File: src/bhtle_pkg.sv
// Shared types and constants for the bucketed hash table core.
// No dependencies; used by the controller, the datapath and the top level.
package bhtle_pkg;

    localparam int TABLE_ENTRIES = 4096;   // power of two: bucket start is a bit-select
    localparam int BUCKET_SLOTS  = 4;
    localparam int PAYLOAD_BITS  = 32;
    localparam int IDX_W         = $clog2(TABLE_ENTRIES);
    localparam int PK_W          = (BUCKET_SLOTS > 1) ? $clog2(BUCKET_SLOTS) : 1;
    localparam int FILL_W        = 13;

    localparam logic [63:0] GOLDEN_MUL = 64'h9E3779B97F4A7C15;
    localparam logic [63:0] MIX_MUL_A  = 64'hBF58476D1CE4E5B9;
    localparam logic [63:0] MIX_MUL_B  = 64'h94D049BB133111EB;

    localparam logic [1:0] RND_GOLD = 2'd0;
    localparam logic [1:0] RND_A    = 2'd1;
    localparam logic [1:0] RND_B    = 2'd2;

    localparam logic KIND_LOOKUP = 1'b0;

    typedef struct packed {
        logic                    valid;
        logic [63:0]             key_low;
        logic [63:0]             key_high;
        logic [31:0]             work;
        logic [PAYLOAD_BITS-1:0] payload;
    } t_slot;

    typedef struct packed {
        logic clr;      // write one cleared slot, advance sweep
        logic load;     // latch request
        logic mul;      // partial products
        logic sum;      // finish product, mix step
        logic issue;    // memory read of next probe slot
        logic write;    // commit store
    } t_ctl;

    typedef struct packed {
        logic clr_last;
        logic rnd_last;
        logic probe_last;
        logic kind;
    } t_sts;

    function automatic logic [63:0] mix_const(input logic [1:0] rnd);
        logic [63:0] c;
        case (rnd)
            RND_GOLD: c = GOLDEN_MUL;
            RND_A:    c = MIX_MUL_A;
            default:  c = MIX_MUL_B;
        endcase
        return c;
    endfunction

endpackage

File: src/bhtle_ctrl.sv
// Sequencing state machine for the bucketed hash table core.
// Depends on bhtle_pkg; drives the datapath through bhtle_pkg::t_ctl.
module bhtle_ctrl (
    input  logic            i_clk,
    input  logic            i_rst_n,
    input  logic            start,
    input  bhtle_pkg::t_sts i_sts,
    output bhtle_pkg::t_ctl o_ctl,
    output logic            busy,
    output logic            o_valid
);

    typedef enum logic [7:0] {
        S_CLEAR = 8'b0000_0001,
        S_IDLE  = 8'b0000_0010,
        S_MUL   = 8'b0000_0100,
        S_SUM   = 8'b0000_1000,
        S_PROBE = 8'b0001_0000,
        S_LAST  = 8'b0010_0000,
        S_WRITE = 8'b0100_0000,
        S_DONE  = 8'b1000_0000
    } t_state;

    t_state r_state, n_state;

    always_ff @(posedge i_clk) begin
        if (!i_rst_n) begin
            r_state <= S_CLEAR;
        end else begin
            r_state <= n_state;
        end
    end

    always_comb begin
        n_state = r_state;
        o_ctl   = '0;
        case (r_state)
            S_CLEAR: begin
                o_ctl.clr = 1'b1;
                if (i_sts.clr_last) n_state = S_IDLE;
            end
            S_IDLE: begin
                if (start) begin
                    o_ctl.load = 1'b1;
                    n_state    = S_MUL;
                end
            end
            S_MUL: begin
                o_ctl.mul = 1'b1;
                n_state   = S_SUM;
            end
            S_SUM: begin
                o_ctl.sum = 1'b1;
                n_state   = i_sts.rnd_last ? S_PROBE : S_MUL;
            end
            S_PROBE: begin
                o_ctl.issue = 1'b1;
                if (i_sts.probe_last) n_state = S_LAST;
            end
            S_LAST: begin
                n_state = (i_sts.kind == bhtle_pkg::KIND_LOOKUP) ? S_DONE : S_WRITE;
            end
            S_WRITE: begin
                o_ctl.write = 1'b1;
                n_state     = S_DONE;
            end
            S_DONE: begin
                n_state = S_IDLE;
            end
            default: begin
                n_state = S_CLEAR;
            end
        endcase
    end

    assign busy    = (r_state != S_IDLE);
    assign o_valid = (r_state == S_DONE);

endmodule

File: config.mk
export PLATFORM = sky130hd
export DESIGN_NAME = bhtle_ctrl
export DESIGN_NICKNAME = d
export VERILOG_FILES = /design/src/bhtle_pkg.sv /design/src/bhtle_ctrl.sv
export SDC_FILE = /design/constraint.sdc
export NUM_CORES = 1
export LEC_CHECK = 0
export ABC_AREA = 1
export BUFFER_PORTS_ARGS = -buffer_cell sky130_fd_sc_hd__buf_2
export CAP_MARGIN = 20
export CORE_AREA = 2 2 39 41
export DETAILED_ROUTE_END_ITERATION = 16
export DIE_AREA = 0 0 41 43
export PLACE_DENSITY = 0.62
export SKIP_LAST_GASP = 1
export SLEW_MARGIN = 40
export SYNTH_ARGS = -nofsm -noshare
export SYNTH_HDL_FRONTEND = slang
export SYNTH_SLANG_ARGS = --single-unit
File: constraint.sdc
create_clock -name i_clk -period 1.2 [get_ports i_clk]
set_input_delay 0.06 -clock i_clk [delete_from_list [all_inputs] [get_ports i_clk]]
set_output_delay 0.06 -clock i_clk [all_outputs]
set_load 0.05 [all_outputs]
==> results.sh, run 1 <==
export IMPL_status="finished with violations"
export IMPL_failing_checks="negative setup slack"
export IMPL_cts_tree="done"
export IMPL_reg_largest_list="r_state: 8 flops"
export IMPL_critical_path_startpoint_type="flip-flop"
export IMPL_cts_clk_slew_worst_paths_ps=50
export IMPL_nets=121
export IMPL_detail_route_wl_per_cell_um=12.8
export IMPL_place_gp_congestion=0.816
export IMPL_h_tree_lvl_count=1
export IMPL_viasPerCell=4.84
export IMPL_post_route_min_period_ps=1320
export IMPL_power_clock_fraction=0.211
export IMPL_grt_first_pass_wirelength_mm=2.28
export IMPL_multi_input_comb_area_sq_um=428
export IMPL_maxClockFrequency_mhz=756
export IMPL_die_outline_area_sq_um=1760
export IMPL_p_per_area_nw_per_um2=1030
export IMPL_grt_overflow_total=0
export IMPL_max_slew_margin=0.780
export IMPL_drt_pass1_iter_count=4
export IMPL_cts_root_to_sink_buffers=2
export IMPL_grt_usage=0.192
export IMPL_grt_antenna_before_repair=0
export IMPL_post_synth_cell_area_avg_sq_um=6.55
export IMPL_route_detailed_drc=0
export IMPL_grt_setup_unrepaired="true"
export IMPL_syn_cell_area_sq_um=524
export IMPL_synth_seq_cells=8
export IMPL_vdd_drop_max_v=0.000831
export IMPL_tightestPinTransition_ps=329
export IMPL_worst_hold_slack_ps=67.9
export IMPL_final_min_period_over_clock_period=1.10
export IMPL_num_antenna_cells=0
export IMPL_detailroute_via_count=620
export IMPL_cp_data_arrival_time_ps=1460
export IMPL_registers_top_by_ff_count="r_state"
export IMPL_port_buffers=14
export IMPL_total_power_w=0.00101
export IMPL_area_sequential_sq_um=178
export IMPL_yosysWarningCount=0
export IMPL_max_cap_violations=0
export IMPL_type_of_element_capturing_the_critical_path="flip-flop"
export IMPL_power_switching_share=0.386
export IMPL_clk_latency_ps=260
export IMPL_initial_core_util=0.379
export IMPL_power_internal_w=0.000621
export IMPL_routed_wirelength_mm=1.64
export IMPL_detailedRoute_firstIterationViolations=6
export IMPL_setup_violations=12
export IMPL_clock_sinks=8
export IMPL_final_setup_worst_slack_ps=-122
export IMPL_fillers=91
export IMPL_drtAntennaViolNets=0
export IMPL_worst_ep_required_time_ps=1340
export IMPL_final_hold_violations=0
export IMPL_syn_instance_count=80
export IMPL_min_path_type="in -> reg"
export IMPL_clock_skew_final_ps=1.43
export IMPL_final_layout_size_suffix_gt1_frac=0.714
export IMPL_leakage_nw=0.479
export IMPL_grt_start_max_net_pins=9
export IMPL_final_common_cell="buf_4"
export IMPL_crit_fanout=3
export IMPL_net_switching_power_figure_w=0.000391
export IMPL_inserted_clock_buffers=3
export IMPL_top_level_ports=15
export IMPL_layout_area_overhead_vs_synth_pct=88.1
export IMPL_ys_seq_area_frac=0.305
export IMPL_seq_power_share=0.306
export IMPL_floorplan_core_area_sq_um=1380
export IMPL_yosys_cell_types_count=21
export IMPL_mappedNetlistNets=87
export IMPL_combinational_power_share=0.483
export IMPL_most_common_layout_cells="buf_4, nand2_1, nor2_4"
export IMPL_dieWidth_um=41
export IMPL_crit_path_kind="reg -> reg"
export IMPL_largest_register_ffs=8
export IMPL_root_buffer="clkbuf_4"
export IMPL_final_max_slew_viol_count=0
export IMPL_detailed_place_hpwl_um=860
export IMPL_dieHeight_um=43
export IMPL_core_rowCount=14
export IMPL_number_of_global_route_vias_before_repair=593
## worst max-delay path, stage by stage (launching register included)
cell      delay, ps
dfxtp_4         350
nor2_4          120
nand2_2          70
inv_2            60
buf_4           120
buf_6           100
nand3b_1        170
nand3_2         150
nor3_2           40
## metal layers
| layer | routed length (um) | vias to the layer above | share of wire | global-route usage |
|---|---|---|---|---|
| met4 | 33 | 0 | 0.020 | 0.0800 |
| li1 | - | 311 | - | - |
| met1 | 616 | 280 | 0.38 | 0.218 |
| met2 | 907 | 24 | 0.55 | 0.328 |
| met3 | 80 | 5 | 0.049 | 0.0366 |
| met5 | 0 | - | 0 | 0 |
## timing repair
item	4_1_cts	5_1_grt
endpoints found under the setup margin	8	13
gates resized for setup	41	22
hold buffers	0	0
setup buffers	10	4
pin swaps	11	7
## cell usage after synthesis
master,count,area [sq um]
o21a_1,1,7.51
inv_1,16,60.1
nand2_1,18,67.6
nand2_4,1,11.3
nand4_1,1,6.26
nor3b_1,1,7.51
nand3_1,3,15.0
a211oi_2,1,12.5
a21oi_1,1,5.00
a211oi_1,1,7.51
nand3b_1,1,7.51
dfxtp_1,8,160
nand4_2,1,12.5
nor2_4,2,22.5
nor3_2,1,10.0
nor2_1,15,56.3
nor2_2,3,18.8
nand2_2,2,12.5
nor3_1,1,5.00
nand3_2,1,10.0
clkinv_4,1,8.76
## stage by stage
stage	instances	setup TNS [ps]	setup slack, ps	area, sq um	util
after floorplan	80	-91.8	-33.7	561	-
after global placement	111	0	66.9	658	0.476
after detailed placement	111	0	52.7	658	0.476
after CTS	124	-348	-76.2	880	0.636
after global routing	128	-1960	-190	986	0.712
final	128	-1050	-122	986	0.712
## power groups by stage
stage / clock network (W) / logic, W / registers [W]
3_5_place_dp: 0 / 0.000300 / 0.000306
3_3_place_gp: 0 / 0.000300 / 0.000305
5_1_grt: 0.000226 / 0.000513 / 0.000311
2_1_floorplan: 0 / 0.000241 / 0.000304
4_1_cts: 0.000211 / 0.000393 / 0.000305
6_report: 0.000213 / 0.000489 / 0.000309
## final cells by class
class / count / area share
Clock buffer: 3 / 0.0228
Inverter: 17 / 0.0723
Multi-Input combinational cell: 55 / 0.434
Sequential cell: 8 / 0.180
Tap cell: 16 / 0.0203
Timing Repair Buffer: 29 / 0.270
## cell families after synthesis
family	count (synthesis)	synth area share
buffers and inverters	17	0.131
and+or+nand+nor	51	0.501
DFF	8	0.305
AOI/OAI and AO/OA	4	0.0621
## path summary, 6_finish.rpt
kind	startpoint	to	slack [ps]	cells past startpoint
setup / recovery	r_state[2]	r_state[5]	-120	8
hold reg to reg	r_state[4]	r_state[6]	620	3
setup reg to reg	r_state[2]	r_state[5]	-120	8
hold / removal	i_sts[0]	r_state[6]	70	2
Note: power is estimated with default switching activity, not from simulation.
==> run 2, diff against run 1 <==
- CORE_AREA: 2 2 39 41 -> 4 4 41 43
- DIE_AREA: 0 0 41 43 -> 0 0 45 47
- SKIP_CTS_REPAIR_TIMING: default -> 1
==> results.sh, run 2 (synthesis results as in run 1) <==
export IMPL_status="finished with violations"
export IMPL_failing_checks="negative setup slack"
export IMPL_root_buffer="clkbuf_4"
export IMPL_inserted_clock_buffers=3
export IMPL_top_level_ports=15
export IMPL_critical_path_startpoint_type="flip-flop"
export IMPL_power_clock_fraction=0.229
export IMPL_setup_violations=8
export IMPL_power_switching_share=0.384
export IMPL_largest_register_ffs=8
export IMPL_registers_top_by_ff_count="r_state"
export IMPL_port_buffers=14
export IMPL_h_tree_lvl_count=1
export IMPL_reg_largest_list="r_state: 8 flops"
export IMPL_crit_fanout=5
export IMPL_net_switching_power_figure_w=0.000338
export IMPL_drtAntennaViolNets=0
export IMPL_min_path_type="in -> reg"
export IMPL_layout_cells_non_filler=116
export IMPL_grt_antenna_before_repair=0
export IMPL_grt_overflow_total=0
export IMPL_detailedRoute_firstIterationViolations=13
export IMPL_number_of_global_route_vias_before_repair=437
export IMPL_tightestPinTransition_ps=305
export IMPL_power_internal_w=0.000541
export IMPL_max_slew_margin=0.796
export IMPL_core_rowCount=13
export IMPL_vdd_drop_max_v=0.000826
export IMPL_grt_setup_unrepaired="true"
export IMPL_nets=110
export IMPL_dieWidth_um=45
export IMPL_p_per_area_nw_per_um2=1060
export IMPL_grt_usage=0.121
export IMPL_crit_path_kind="reg -> out"
export IMPL_design_area_sq_um=830
export IMPL_dieHeight_um=47
export IMPL_type_of_element_capturing_the_critical_path="output pin"
export IMPL_worst_hold_slack_ps=76.1
export IMPL_final_hold_violations=0
export IMPL_final_layout_size_suffix_gt1_frac=0.584
export IMPL_route_detailed_drc=0
export IMPL_final_max_slew_viol_count=0
export IMPL_worst_ep_required_time_ps=1140
export IMPL_layout_area_overhead_vs_synth_pct=58.2
export IMPL_die_outline_area_sq_um=2120
export IMPL_place_gp_congestion=0.839
export IMPL_placedCellCount=110
export IMPL_cts_clk_slew_worst_paths_ps=50
export IMPL_cts_root_to_sink_buffers=2
export IMPL_fin_util=0.638
export IMPL_max_cap_violations=0
export IMPL_maxClockFrequency_mhz=759
export IMPL_grt_first_pass_wirelength_mm=1.79
export IMPL_post_route_min_period_ps=1320
export IMPL_cp_data_arrival_time_ps=1260
export IMPL_final_min_period_over_clock_period=1.10
export IMPL_routed_wirelength_mm=1.23
export IMPL_dpl_cell_area_sq_um=657
export IMPL_drt_pass1_iter_count=4
export IMPL_final_setup_worst_slack_ps=-117
export IMPL_detailroute_via_count=558
export IMPL_grt_start_max_net_pins=9
export IMPL_detail_route_wl_per_cell_um=10.6
export IMPL_clk_latency_ps=250
export IMPL_leakage_nw=0.404
export IMPL_floorplan_core_area_sq_um=1300
export IMPL_detailed_place_hpwl_um=913
export IMPL_seq_power_share=0.349
export IMPL_clock_skew_final_ps=4.09
export IMPL_num_antenna_cells=0
export IMPL_final_common_cell="nand2_1"
export IMPL_initial_core_util=0.403
export IMPL_pre_cts_slack_ps=52.6
export IMPL_clock_sinks=8
export IMPL_combinational_power_share=0.422
export IMPL_viasPerCell=4.81
export IMPL_cts_tree="done"
export IMPL_most_common_layout_cells="nand2_1, inv_1, nor2_4, nor2_1"
-- run 2: final timing paths --
kind	startpoint	to	slack, ps	cells after the start
worst max-delay path	r_state[6]	o_ctl[3]	-120	6
worst min-delay path	i_sts[0]	r_state[6]	80	2
worst max register to register	r_state[1]	r_state[0]	20	9
worst min register to register	r_state[2]	r_state[3]	530	2
-- run 2: layout make-up --
| type | count | area, sq um |
|---|---|---|
| clock buffers | 3 | 22.5 |
| fillers | 117 | 472 |
| inverters | 17 | 71.3 |
| repair buffers | 18 | 165 |
| multi-input cells | 55 | 378 |
| well taps | 15 | 18.8 |
| flip-flops and latches | 8 | 174 |
-- run 2: power groups by stage --
stage                     clock (W)  sequential [W]  combinational, W
after CTS                  0.000200        0.000301          0.000306
after global routing       0.000212        0.000309          0.000407
after global placement            0        0.000307          0.000303
after detailed placement          0        0.000307          0.000302
after floorplan                   0        0.000304          0.000241
final                      0.000201        0.000307          0.000371
-- run 2: through the flow --
step,power (W),TNS (ps)
after floorplan,0.000545,-91.8
after global placement,0.000610,0
after detailed placement,0.000609,0
after CTS,0.000807,-1310
after global routing,0.000929,-1300
final,0.000879,-563
-- run 2: metal layers --
layer	up-vias	GRT usage	wire length, um
met5	-	0	0
met4	0	0.0702	40
met3	7	0.0345	88
met2	19	0.184	544
met1	246	0.152	552
li1	286	-	-
-- run 2: worst max-delay path, stage by stage (launching register included) --
cell and delay, ps:
dfxtp_4 360, nor2_4 140, nand2_4 90, inv_8 80, nand4_2 110, inv_2 80
buf_6 150
